File: config.mk
export PLATFORM = sky130hd
export DESIGN_NAME = fly_camera_pose_integrator
export DESIGN_NICKNAME = d
export VERILOG_FILES = /design/src/fcpi_pkg.sv /design/src/fly_camera_pose_integrator.sv /design/src/fcpi_cordic.sv
export SDC_FILE = /design/constraint.sdc
export NUM_CORES = 2
export LEC_CHECK = 0
export BUFFER_PORTS_ARGS = -buffer_cell sky130_fd_sc_hd__buf_4
export CAP_MARGIN = 20
export CORE_MARGIN = 2
export CORE_UTILIZATION = 59
export CTS_CLUSTER_SIZE = 20
export DETAILED_ROUTE_END_ITERATION = 16
export PLACE_DENSITY_LB_ADDON = 0.15
export SETUP_SLACK_MARGIN = 0.1
export SLEW_MARGIN = 10
export SYNTH_ARGS = -nofsm -noshare
export SYNTH_HDL_FRONTEND = slang
export SYNTH_SLANG_ARGS = --single-unit
File: constraint.sdc
create_clock -name clk -period 10.2 [get_ports clk]
set_input_delay 0.51 -clock clk [delete_from_list [all_inputs] [get_ports clk]]
set_output_delay 0.51 -clock clk [all_outputs]
set_load 0.05 [all_outputs]
File: src/fcpi_pkg.sv
`timescale 1ns / 1ps
package fcpi_pkg;
	localparam int AtanEntries = 24;
	localparam logic signed [17:0] HalfTurn = 18'sd23040;
	localparam logic signed [17:0] FullTurn = 18'sd46080;
	localparam logic signed [17:0] QuarterTurn = 18'sd11520;
	localparam logic signed [17:0] PitchLimit = 18'sd11392;
	localparam logic signed [15:0] AxisOne = 16'sd16384;
	localparam logic signed [33:0] CordicX0 = 34'sd652032874;

	localparam logic [0:0] RegInvertLook = 1'b0;
	localparam logic [0:0] RegMoveSpeed = 1'b1;

	function automatic logic signed [29:0] atan_entry(input logic [4:0] i);
		case (i)
			5'd0: atan_entry = 30'sd188743680;
			5'd1: atan_entry = 30'sd111421900;
			5'd2: atan_entry = 30'sd58872272;
			5'd3: atan_entry = 30'sd29884485;
			5'd4: atan_entry = 30'sd15000234;
			5'd5: atan_entry = 30'sd7507429;
			5'd6: atan_entry = 30'sd3754631;
			5'd7: atan_entry = 30'sd1877430;
			5'd8: atan_entry = 30'sd938729;
			5'd9: atan_entry = 30'sd469366;
			5'd10: atan_entry = 30'sd234683;
			5'd11: atan_entry = 30'sd117342;
			5'd12: atan_entry = 30'sd58671;
			5'd13: atan_entry = 30'sd29335;
			5'd14: atan_entry = 30'sd14668;
			5'd15: atan_entry = 30'sd7334;
			5'd16: atan_entry = 30'sd3667;
			5'd17: atan_entry = 30'sd1833;
			5'd18: atan_entry = 30'sd917;
			5'd19: atan_entry = 30'sd458;
			5'd20: atan_entry = 30'sd229;
			5'd21: atan_entry = 30'sd115;
			5'd22: atan_entry = 30'sd57;
			5'd23: atan_entry = 30'sd29;
			default: atan_entry = 30'sd0;
		endcase
	endfunction

	function automatic logic signed [15:0] clamp_axis(input logic signed [15:0] v);
		if (v > AxisOne) clamp_axis = AxisOne;
		else if (v < -AxisOne) clamp_axis = -AxisOne;
		else clamp_axis = v;
	endfunction
endpackage

File: src/fly_camera_pose_integrator.sv
`timescale 1ns / 1ps
// Channel   Signals                                   Direction
// in        in_valid/in_ready, frame_time..pitch_step request in
// out       out_valid/out_ready, heading..pos_z       request out
// cfg       cfg_we, cfg_index, cfg_data               register write
//
// Yaw and pitch go through the shared CORDIC one after the other, then one
// shared 33x33 multiplier forms the products in sequence, and the three
// axes move one after another. A new request is accepted only once the
// block is back in idle, after the final position write.
// Reset clears the angles and the position and sets move_speed to 1.0.
// The result sits in its own output register, so the block takes the next
// request while a result waits; only the final position write stalls until
// the output register is free.
module fly_camera_pose_integrator #(
	parameter int CORDIC_STEPS = 16
) (
	input  logic               clk,
	input  logic               arst_n,
	input  logic               in_valid,
	output logic               in_ready,
	input  logic [15:0]        frame_time,
	input  logic signed [15:0] forward_amount,
	input  logic signed [15:0] strafe_amount,
	input  logic signed [15:0] lift_amount,
	input  logic signed [15:0] yaw_step,
	input  logic signed [15:0] pitch_step,
	output logic               out_valid,
	input  logic               out_ready,
	output logic signed [15:0] heading,
	output logic signed [14:0] elevation,
	output logic signed [47:0] pos_x,
	output logic signed [47:0] pos_y,
	output logic signed [47:0] pos_z,
	input  logic               cfg_we,
	input  logic [0:0]         cfg_index,
	input  logic [15:0]        cfg_data
);
	import fcpi_pkg::*;

	typedef enum logic [3:0] {
		S_IDLE, S_YAW, S_YAW_W, S_PIT, S_PIT_W,
		S_FX, S_FZ, S_P0, S_P1, S_P2, S_P3, S_P4, S_K, S_MOVE, S_SAT, S_ACC
	} state_t;

	state_t             state_q;
	logic               invert_q;
	logic [15:0]        speed_q;
	logic signed [15:0] yaw_q;
	logic signed [14:0] pitch_q;
	logic signed [47:0] pos_q [3];
	logic [15:0]        dt_q;
	logic signed [15:0] fwd_q, str_q, lift_q;
	logic signed [15:0] sy_q, cy_q, sp_q, cp_q, fx_q, fz_q;
	logic signed [29:0] sum_q [3];
	logic [31:0]        k_q;
	logic [1:0]         axis_q;
	logic signed [48:0] dp_q;
	logic               mstep_q;
	logic signed [63:0] acc_q;
	logic signed [15:0] out_heading_q;
	logic signed [14:0] out_elevation_q;
	logic signed [47:0] out_pos_q [3];

	logic               cor_start, cor_done;
	logic signed [15:0] cor_angle, cor_sin, cor_cos;

	// Shared multiplier, 33 x 33 signed, registered after.
	logic signed [32:0] ma, mb;
	logic signed [65:0] mprod;
	logic signed [65:0] mprod_q;
	assign mprod = ma * mb;

	logic signed [17:0] yaw_sum, pit_sum, pstep_ext;
	logic signed [15:0] yaw_new;
	logic signed [14:0] pit_new;
	logic signed [29:0] fx_full, fz_full;
	logic signed [49:0] pos_sum;
	logic signed [47:0] pos_new;
	logic               out_load;

	always_comb begin
		yaw_sum = 18'(yaw_q) + 18'(yaw_step);
		if (yaw_sum > HalfTurn) yaw_sum = yaw_sum - FullTurn;
		else if (yaw_sum < -HalfTurn) yaw_sum = yaw_sum + FullTurn;
		yaw_new = yaw_sum[15:0];
		pstep_ext = invert_q ? -18'(pitch_step) : 18'(pitch_step);
		pit_sum = 18'(pitch_q) + pstep_ext;
		if (pit_sum > PitchLimit) pit_sum = PitchLimit;
		else if (pit_sum < -PitchLimit) pit_sum = -PitchLimit;
		pit_new = pit_sum[14:0];
		fx_full = 30'((mprod_q + 66'sd8192) >>> 14);
		fz_full = -30'((mprod_q + 66'sd8192) >>> 14);
		// Saturating position update for the axis in the accumulate step.
		pos_sum = 50'(pos_q[axis_q]) + 50'(dp_q);
		if (pos_sum > 50'sd140737488355327) pos_new = 48'sh7FFFFFFFFFFF;
		else if (pos_sum < -50'sd140737488355328) pos_new = 48'sh800000000000;
		else pos_new = pos_sum[47:0];
		out_load = (state_q == S_ACC) && (axis_q == 2'd2) && (!out_valid || out_ready);
		cor_angle = (state_q == S_YAW) ? yaw_q : 16'(pitch_q);
		cor_start = (state_q == S_YAW) || (state_q == S_PIT);
		ma = '0;
		mb = '0;
		unique case (state_q)
			S_FX: begin ma = 33'(cp_q); mb = 33'(sy_q); end
			S_FZ: begin ma = 33'(cp_q); mb = 33'(cy_q); end
			S_P0: begin ma = 33'(str_q); mb = 33'(cy_q); end
			S_P1: begin ma = 33'(fwd_q); mb = 33'(fx_q); end
			S_P2: begin ma = 33'(fwd_q); mb = 33'(sp_q); end
			S_P3: begin ma = 33'(str_q); mb = 33'(sy_q); end
			S_P4: begin ma = 33'(fwd_q); mb = 33'(fz_q); end
			S_K:  begin ma = 33'({1'b0, speed_q}); mb = 33'({1'b0, dt_q}); end
			S_MOVE: begin
				// 30 x 32 product split into low and high 16 bits of k.
				ma = 33'(sum_q[axis_q]);
				mb = mstep_q ? 33'({1'b0, k_q[31:16]}) : 33'({1'b0, k_q[15:0]});
			end
			default: begin ma = '0; mb = '0; end
		endcase
	end

	fcpi_cordic #(.CORDIC_STEPS(CORDIC_STEPS)) u_cordic (
		.clk(clk), .arst_n(arst_n), .start(cor_start), .angle(cor_angle),
		.done(cor_done), .sin_q14(cor_sin), .cos_q14(cor_cos)
	);

	assign in_ready = (state_q == S_IDLE);

	always_ff @(posedge clk or negedge arst_n) begin
		if (!arst_n) begin
			state_q <= S_IDLE;
			invert_q <= 1'b0;
			speed_q <= 16'd256;
			yaw_q <= '0;
			pitch_q <= '0;
			pos_q[0] <= '0;
			pos_q[1] <= '0;
			pos_q[2] <= '0;
			out_valid <= 1'b0;
			out_heading_q <= '0;
			out_elevation_q <= '0;
			out_pos_q[0] <= '0;
			out_pos_q[1] <= '0;
			out_pos_q[2] <= '0;
			axis_q <= '0;
			mstep_q <= 1'b0;
		end else begin
			if (cfg_we) begin
				unique case (cfg_index)
					RegInvertLook: invert_q <= cfg_data[0];
					RegMoveSpeed: speed_q <= cfg_data;
					default: ;
				endcase
			end
			if (out_load) out_valid <= 1'b1;
			else if (out_ready) out_valid <= 1'b0;
			if (out_load) begin
				out_heading_q <= yaw_q;
				out_elevation_q <= pitch_q;
				out_pos_q[0] <= pos_q[0];
				out_pos_q[1] <= pos_q[1];
				out_pos_q[2] <= pos_new;
			end
			mprod_q <= mprod;
			unique case (state_q)
				S_IDLE: if (in_valid && in_ready) begin
					yaw_q <= yaw_new;
					pitch_q <= pit_new;
					dt_q <= frame_time;
					fwd_q <= clamp_axis(forward_amount);
					str_q <= clamp_axis(strafe_amount);
					lift_q <= clamp_axis(lift_amount);
					state_q <= S_YAW;
				end
				S_YAW: state_q <= S_YAW_W;
				S_YAW_W: if (cor_done) begin
					sy_q <= cor_sin;
					cy_q <= cor_cos;
					state_q <= S_PIT;
				end
				S_PIT: state_q <= S_PIT_W;
				S_PIT_W: if (cor_done) begin
					sp_q <= cor_sin;
					cp_q <= cor_cos;
					state_q <= S_FX;
				end
				S_FX: state_q <= S_FZ;
				S_FZ: begin
					fx_q <= fx_full[15:0];
					state_q <= S_P0;
				end
				S_P0: begin
					fz_q <= fz_full[15:0];
					state_q <= S_P1;
				end
				S_P1: begin
					sum_q[0] <= 30'(mprod_q);
					state_q <= S_P2;
				end
				S_P2: begin
					sum_q[0] <= sum_q[0] + 30'(mprod_q);
					state_q <= S_P3;
				end
				S_P3: begin
					sum_q[1] <= 30'(mprod_q) + (30'(lift_q) <<< 14);
					state_q <= S_P4;
				end
				S_P4: begin
					sum_q[2] <= 30'(mprod_q);
					state_q <= S_K;
				end
				S_K: begin
					sum_q[2] <= sum_q[2] + 30'(mprod_q);
					axis_q <= '0;
					mstep_q <= 1'b0;
					state_q <= S_MOVE;
				end
				S_MOVE: begin
					if (!mstep_q) begin
						mstep_q <= 1'b1;
					end else begin
						mstep_q <= 1'b0;
						state_q <= S_SAT;
					end
					if (mstep_q) acc_q <= 64'(mprod_q);
					else acc_q <= acc_q;
				end
				S_SAT: begin
					// acc_q holds low partial; mprod_q holds high partial.
					dp_q <= 49'(((64'(mprod_q) <<< 16) + acc_q + 64'sd2147483648) >>> 32);
					state_q <= S_ACC;
				end
				S_ACC: begin
					if (axis_q != 2'd2) begin
						pos_q[axis_q] <= pos_new;
						axis_q <= axis_q + 2'd1;
						state_q <= S_MOVE;
					end else if (out_load) begin
						pos_q[2] <= pos_new;
						state_q <= S_IDLE;
					end
				end
				default: state_q <= S_IDLE;
			endcase
			// The speed times frame time product is taken straight off the multiplier.
			if (state_q == S_K) k_q <= 32'(mprod);
		end
	end

	assign heading = out_heading_q;
	assign elevation = out_elevation_q;
	assign pos_x = out_pos_q[0];
	assign pos_y = out_pos_q[1];
	assign pos_z = out_pos_q[2];

	assert property (@(posedge clk) disable iff (!arst_n)
		(out_valid && !out_ready) |=> out_valid && $stable(heading) && $stable(pos_z))
		else $error("result changed while waiting");
	assert property (@(posedge clk) disable iff (!arst_n)
		(in_valid && in_ready) |=> state_q == S_YAW)
		else $error("request not started");
	assert property (@(posedge clk) disable iff (!arst_n)
		$rose(out_valid) |-> $past(state_q) == S_ACC)
		else $error("result without finish");
endmodule

File: src/fcpi_cordic.sv
`timescale 1ns / 1ps
module fcpi_cordic #(
	parameter int CORDIC_STEPS = 16
) (
	input  logic                clk,
	input  logic                arst_n,
	input  logic                start,
	input  logic signed [15:0]  angle,
	output logic                done,
	output logic signed [15:0]  sin_q14,
	output logic signed [15:0]  cos_q14
);
	import fcpi_pkg::*;

	localparam int Steps = (CORDIC_STEPS > AtanEntries) ? AtanEntries : CORDIC_STEPS;

	typedef enum logic [1:0] {C_IDLE, C_RUN, C_OUT} cstate_t;

	cstate_t            state_q;
	logic [4:0]         step_q;
	logic signed [33:0] x_q, y_q;
	logic signed [33:0] z_q;
	logic               flip_q;
	logic signed [17:0] a_ext, a_adj;
	logic               flip_d;
	logic signed [33:0] xs, ys, xf, yf, xr, yr;

	always_comb begin
		a_ext = 18'(angle);
		flip_d = 1'b0;
		a_adj = a_ext;
		if (a_ext > QuarterTurn) begin
			a_adj = a_ext - HalfTurn;
			flip_d = 1'b1;
		end else if (a_ext < -QuarterTurn) begin
			a_adj = a_ext + HalfTurn;
			flip_d = 1'b1;
		end
		xs = x_q >>> step_q;
		ys = y_q >>> step_q;
		xf = flip_q ? -x_q : x_q;
		yf = flip_q ? -y_q : y_q;
		xr = (xf + 34'sd32768) >>> 16;
		yr = (yf + 34'sd32768) >>> 16;
	end

	always_ff @(posedge clk or negedge arst_n) begin
		if (!arst_n) begin
			state_q <= C_IDLE;
			done <= 1'b0;
			step_q <= '0;
		end else begin
			done <= 1'b0;
			unique case (state_q)
				C_IDLE: begin
					if (start) begin
						x_q <= CordicX0;
						y_q <= '0;
						z_q <= 34'(a_adj) <<< 15;
						flip_q <= flip_d;
						step_q <= '0;
						state_q <= C_RUN;
					end
				end
				C_RUN: begin
					if (!z_q[33]) begin
						x_q <= x_q - ys;
						y_q <= y_q + xs;
						z_q <= z_q - 34'(atan_entry(step_q));
					end else begin
						x_q <= x_q + ys;
						y_q <= y_q - xs;
						z_q <= z_q + 34'(atan_entry(step_q));
					end
					if (step_q == 5'(Steps - 1)) state_q <= C_OUT;
					step_q <= step_q + 5'd1;
				end
				C_OUT: begin
					if (xr > 34'sd16384) cos_q14 <= AxisOne;
					else if (xr < -34'sd16384) cos_q14 <= -AxisOne;
					else cos_q14 <= xr[15:0];
					if (yr > 34'sd16384) sin_q14 <= AxisOne;
					else if (yr < -34'sd16384) sin_q14 <= -AxisOne;
					else sin_q14 <= yr[15:0];
					done <= 1'b1;
					state_q <= C_IDLE;
				end
				default: state_q <= C_IDLE;
			endcase
		end
	end

	assert property (@(posedge clk) disable iff (!arst_n) done |-> $past(state_q) == C_OUT)
		else $error("cordic done without finish");
	assert property (@(posedge clk) disable iff (!arst_n)
		(state_q == C_RUN) |-> step_q < 5'(Steps))
		else $error("cordic step overrun");
	assert property (@(posedge clk) disable iff (!arst_n) done |-> state_q == C_IDLE)
		else $error("cordic done while busy");
endmodule
# == Word-level counts from Yosys, hierarchy flattened ==
# Memories as Yosys holds them, arrays and structs flattened.
# Cells that the tools add are included.
# word_totals
reg_bits,870
ramBits,90
mem_count,3
mem_bits_ro,1792
# classes
n_mux,79
reduce_logical,51
eq_ne,28
n_mul,1
shift,2
magnitude_cmp,20
bitwise_logic,4
n_addsub,27
# mem_list
memory,words,word_bits,rd,rd_ports_with_merged_regs,wr,line,text
(no name shown),32,28,1,0,0,fcpi_pkg.sv:15,case (i)
(no name shown),32,28,1,0,0,fcpi_pkg.sv:15,
sum_q,3,30,3,0,1,fly_camera_pose_integrator.sv:55,logic signed [29:0] sum_q [3];
# op_table
op,count
48-bit 2-to-1 mux,7
34-bit 2-to-1 mux,8
30-bit 2-to-1 mux,8
33-bit case mux with 7 select lines,1
34-bit case mux with 2 select lines,3
33-bit case mux with 5 select lines,1
144-bit bitwise mux,1
16-bit 2-to-1 mux,9
48-bit binary-select mux with 2-bit select,1
48-bit demux with 2-bit select,1
30-bit adder,3
34-bit by 17-bit adder with 34-bit output (second input constant),2
34-bit adder,2
34-bit negator,2
34-bit by 5-bit >>> shifter with 34-bit output,2
34-bit subtractor,2
64-bit by 33-bit adder with 64-bit output (second input constant),1
64-bit adder,1
16-bit by 15-bit < comparator with 1-bit output (second input constant),4
33-bit by 33-bit multiplier with 64-bit output,1
4-bit case mux with 16 select lines,1
30-bit OR reduction,2
18-bit by 15-bit < comparator with 1-bit output (second input constant),3
18-bit 2-to-1 mux,3
other kinds (56),143

# == Depth between registers and ports, before layout ==
# depth
ltp_word,10
ltp_mapped,39
mapped_depth_nobuf,35

# == Cells and area by module ==
# Synthesis repeated with hierarchy kept, for this count alone.
# unflattened
hier_cells,9950
area_unflattened_um2,94042.7
# by_module_without_submodules
module,cells_each,instances,area_each_um2,seq_area_each_um2
fly_camera_pose_integrator,7331,1,72517.0,22177.5
fcpi_cordic,2619,1,21525.6,4254.1

# == Least setup slack after synthesis ==
# OpenSTA, ideal clock, no wires.
# synth_path
path_type,reg2reg
from,reg axis_q[0]
to,"reg mprod_q[60], data pin"
stages_incl_launch_ff,33
setup_ns,0.285
t_required_ns,9.915
n_path_buf,3
synth_period_minus_slack_ns,9.798
slack_ns,0.402
t_arrival_ns,9.513
path_cell_list,dfrtp_1 clkbuf_1 clkbuf_1 clkbuf_1 mux2i_1 nor2_1 a21oi_1 nor2_1 a211oi_1 nor2_1 fa_1 fa_1 inv_1 fa_1 fa_1 inv_1 fa_1 fa_1 inv_1 fa_1 fa_1 inv_1 ha_1 a21o_1 a21o_1 a21o_1 a2111oi_0 or2_2 o31ai_1 a41o_1 a41oi_1 o31a_1 o311ai_0
# synth_between
elab_chain_len,3
# synth_lines
element,line,text
"start, declared",fly_camera_pose_integrator.sv:57,logic [1:0] axis_q;
"start signal, assigned",fly_camera_pose_integrator.sv:236,axis_q <= axis_q + 2'd1;
memory read 3 x 30 bit,-,
33-bit case mux with 5 select lines,fly_camera_pose_integrator.sv:104,unique case (state_q)
33-bit by 33-bit multiplier with 64-bit output,fly_camera_pose_integrator.sv:72,assign mprod = ma * mb;
named net mprod[60],fly_camera_pose_integrator.sv:70,logic signed [65:0] mprod;
"end signal, assigned",fly_camera_pose_integrator.sv:164,mprod_q <= mprod;
"end, declared",fly_camera_pose_integrator.sv:71,logic signed [65:0] mprod_q;
# The timed path passes the listed nets, and every way through them passes these cells.
# A chain may end at the register's enable or synchronous reset.

# == Worst setup path in the final report ==
# layout_path
from,reg mstep_q
to,"reg mprod_q[39], data pin"
# layout_between
elab_chain_len,3
# layout_lines
element,line,text
"start, declared",fly_camera_pose_integrator.sv:59,logic mstep_q;
"start signal, assigned",fly_camera_pose_integrator.sv:146,mstep_q <= 1'b0;
"start signal, assigned",fly_camera_pose_integrator.sv:215,mstep_q <= 1'b0;
"start signal, assigned",fly_camera_pose_integrator.sv:220,mstep_q <= 1'b1;
16-bit 2-to-1 mux,fly_camera_pose_integrator.sv:116,"mb = mstep_q ? 33'({1'b0, k_q[31:16]}) : 33'({1'b0, k_q[15:0]});"
33-bit case mux with 7 select lines,fly_camera_pose_integrator.sv:104,
33-bit by 33-bit multiplier with 64-bit output,fly_camera_pose_integrator.sv:72,
named net mprod[39],fly_camera_pose_integrator.sv:70,
# The timed path passes the listed nets, and every way through them passes these cells.

==> run_results.csv <==
group,metric,value,unit
global_routing,grtUsageMet2,57.8,%
setup_path,cp.arrival,10.47,ns
timing,rsz0062_at_grt,"yes",
setup_path,critPathLaunchType,"flop",
clock_tree,clk_path_buf_depth,3,
setup_path,reg2reg_from,"mstep_q$_DFFE_PN0P_",
clock_tree,numCtsBuffers,103,
timing,finalHoldViolations,0,
floorplan,die_x,399,microns
routing,drt_first_pass_iters,7,
clock_tree,cts_tree,"yes",
setup_path,path_class,"reg2reg",
logic_synthesis,synth-main-ff-cell,"edfxtp_1",
cells_and_area,mostFrequentLayoutCells,"nand2_1 (1346), inv_1 (1050), fa_1 (904), nor2_1 (680), ha_1 (593)",
setup_path,critPathBufInv,7,
global_routing,grtUsageTotal,36.7,%
cells_and_area,nets,11500,
floorplan,die_area,159000,sq um
logic_synthesis,async_flop_share,40.6,%
setup_path,critPathMaxStageDelay,0.58,ns
logic_synthesis,synth-xor-area-share,4.63,%
routing,via_per_inst,6.23,
cells_and_area,drive_gt1_share,10.7,%
setup_path,crit_family,"adder cells",
logic_synthesis,synth_mux_area_share,4.92,%
logic_synthesis,synth_top_family_by_area,"adder cells",
logic_synthesis,synth_compound_area_share,13.8,%
hold_path,holdCritStartpoint,"forward_amount[14]",
floorplan,core_area,156000,sq um
timing,setup_viol,0,
floorplan,fp-row-count,145,
clock_tree,cts-root-buf,"clkbuf_16",
routing,num_vias,74800,
logic_synthesis,syn-num-nets,11200,
placement,dpl_cell_area,97400,sq um
timing,fin_crit_sh,97.7,%
global_routing,use_met1,50.1,%
floorplan,start_util,59.2,%
placement,dp_hpwl,230000,microns
timing,worst_pin_slew,1.15,ns
clock_tree,clock-sinks,944,
timing,drv_slew,0,
floorplan,dieHeight,399,microns
logic_synthesis,seq_area_frac_synth,28.7,%
cells_and_area,area_delta_synth_final,10.3,%
logic_synthesis,syn_inst,9596,
logic_synthesis,ys_ff_latch,944,
global_routing,grt_start_max_net_pins,142,
logic_synthesis,syn_area_per_cell,9.60,sq um
hold_path,hold_class,"in2reg",
logic_synthesis,yosysWarnings,0,
cells_and_area,layout_commonest_cell,"nand2_1",
global_routing,overflow,0,
setup_path,required,10.70,ns
global_routing,grt_pass1_vias,74400,
setup_path,endpoint_kind,"flop",
floorplan,io_pins,295,
timing,timing.slew.headroom,22.7,%
clock_tree,clkTransAtPathRegs,0.07,ns
logic_synthesis,yosys.area_share.simple,14.0,%
timing,skew,0.0791,ns
global_routing,grt_pass1_wl,446000,microns
placement,numPortBuffers,294,
logic_synthesis,synth.distinct_cells,105,
global_routing,antenna_found_initial,10,
placement,place.gp.congestion,0.998,
setup_path,worstSetupStartpoint,"mstep_q$_DFFE_PN0P_",
routing,post-route-drc-count,0,
flow_run,maxCapViolations,0,
cells_and_area,fin_area,102000,sq um
status,status,"completed",
clock_tree,htree_levels,3,
global_routing,met3_usage,6.39,%
routing,wl,293000,microns
routing,detail-route-antenna-nets,0,
global_routing,grt-busiest-layer,"met2",
routing,routedWlPerCell,24.4,microns
logic_synthesis,synth_edf_count,561,
setup_path,cp_slowest_cell,"a2111o_2",
logic_synthesis,synth_fa_ha_area_share,27.8,%
timing,fmax,0.100,GHz
clock_tree,worstSkewPairLatency,0.76,ns
setup_path,timing.critical_path.mode_cell,"fa_1",
routing,drt_iter0_drc,7483,
logic_synthesis,synthesis.area,92200,sq um
setup_path,cp_max_fo,9,
timing,fin_crit,9.96,ns
worst reg2reg max path, delay by kind of cell, from the launching register on:
kind / cells / cell delay [ns]
adders and majority gates: 9 / 4.35
and+or+nand+nor: 5 / 1.01
buffers and inverters: 7 / 0.77
DFF: 1 / 0.53
AOI/OAI and AO/OA: 9 / 2.64
muxes: 1 / 0.45
synthesized netlist by cell type (46+ instances only):
library cell,count,area (sq um)
nand2_1,1351,5070
inv_1,1052,3950
fa_1,907,18200
nor2_1,690,2590
ha_1,593,7420
edfxtp_1,561,16800
o21ai_0,493,2470
a21oi_1,452,2260
dfrtp_1,382,9560
clkbuf_1,361,1360
xnor2_1,296,2590
xor2_1,191,1670
a21o_1,183,1370
mux2i_1,162,1620
nor3_1,131,656
nand3_1,117,586
and2_1,106,663
mux2_2,87,980
a211oi_1,83,623
mux4_2,80,1800
a31oi_1,74,463
and3_1,73,457
nor2b_1,72,450
nand2b_1,66,413
o21a_1,65,488
nand4_1,59,369
or3_1,51,319
o31ai_1,48,360
o21bai_1,46,345
sequential cells by signal (all words and copies together), names as in the netlist, 32 cells and up:
signal	cells
pos_z	48
acc_q	48
mprod_q	64
u_cordic.x_q	34
pos_x	48
sum_q	90
pos_y	48
u_cordic.z_q	34
dp_q	32
k_q	32
pos_q	144
u_cordic.y_q	34
metrics by stage:
stage                     std cells  hold WS [ns]  util [%]  TNS (ns)  setup slack, ns
after floorplan                9596         0.214         -         0            0.402
after global placement        11800         0.402      62.5     -1.34           -0.300
after detailed placement      11800         0.406      62.6    -0.181          -0.0930
after CTS                     12000      0.000127      65.1         0            0.107
after global routing          12000        0.0406      65.3         0           0.0874
final                         12000        0.0452      65.3         0            0.238
final cells by class:
| cell class | instances | area (sq um) |
|---|---|---|
| diodes | 7 | 17.5 |
| clock buffers | 135 | 2820 |
| clock inverters | 56 | 802 |
| fillers | 12800 | 54000 |
| inverters | 1053 | 3960 |
| multi-input cells | 7151 | 60300 |
| flip-flops and latches | 944 | 26500 |
| well taps | 2058 | 2570 |
| repair buffers | 603 | 4770 |
kinds of logic (layout without fill, tap and decap cells):
family / count (synthesis) / count (layout)
multiplexers: 334 / 334
XOR/XNOR: 487 / 487
other: 0 / 7
AND/OR/NAND/NOR: 2886 / 2886
flip-flops: 944 / 944
adder cells (fa/ha/maj): 1501 / 1501
buffers and inverters: 1501 / 1847
AO/OA/AOI/OAI: 1943 / 1943
worst paths after layout:
| check | cells past startpoint | to | slack, ns |
|---|---|---|---|
| min reg2reg | 0 | acc_q[61]$_DFFE_PP_ | 0.42 |
| max reg2reg | 31 | mprod_q[39]$_DFFE_PP_ | 0.24 |
| min | 2 | fwd_q[14]$_SDFFCE_PP1P_ | 0.05 |
| min in group asynchronous | 2 | pos_y[31]$_DFFE_PN0P_ | 0.30 |
| max | 31 | mprod_q[39]$_DFFE_PP_ | 0.24 |
| max in group asynchronous | 4 | pos_y[15]$_DFFE_PN0P_ | 7.78 |
per-layer routing:
metal / part of all wire [%] / wire (microns) / up-vias
met2: 46 / 134000 / 3459
met3: 8.5 / 25000 / 632
met4: 4.8 / 14200 / 2
met5: 0.0078 / 23 / -
li1: - / - / 33400
met1: 41 / 120000 / 37300
what timing repair did:
| action | CTS | global route |
|---|---|---|
| gates resized for setup | 7 | 44 |
| setup buffers | 0 | 14 |
| setup endpoints to repair | 8 | 22 |
| endpoints found under the hold margin | 78 | 0 |
| hold buffers | 34 | 0 |
| pin swaps | 0 | 6 |
Power is not shown: default switching activity piles up to over one toggle a cycle in this logic, so the estimate is an artifact.
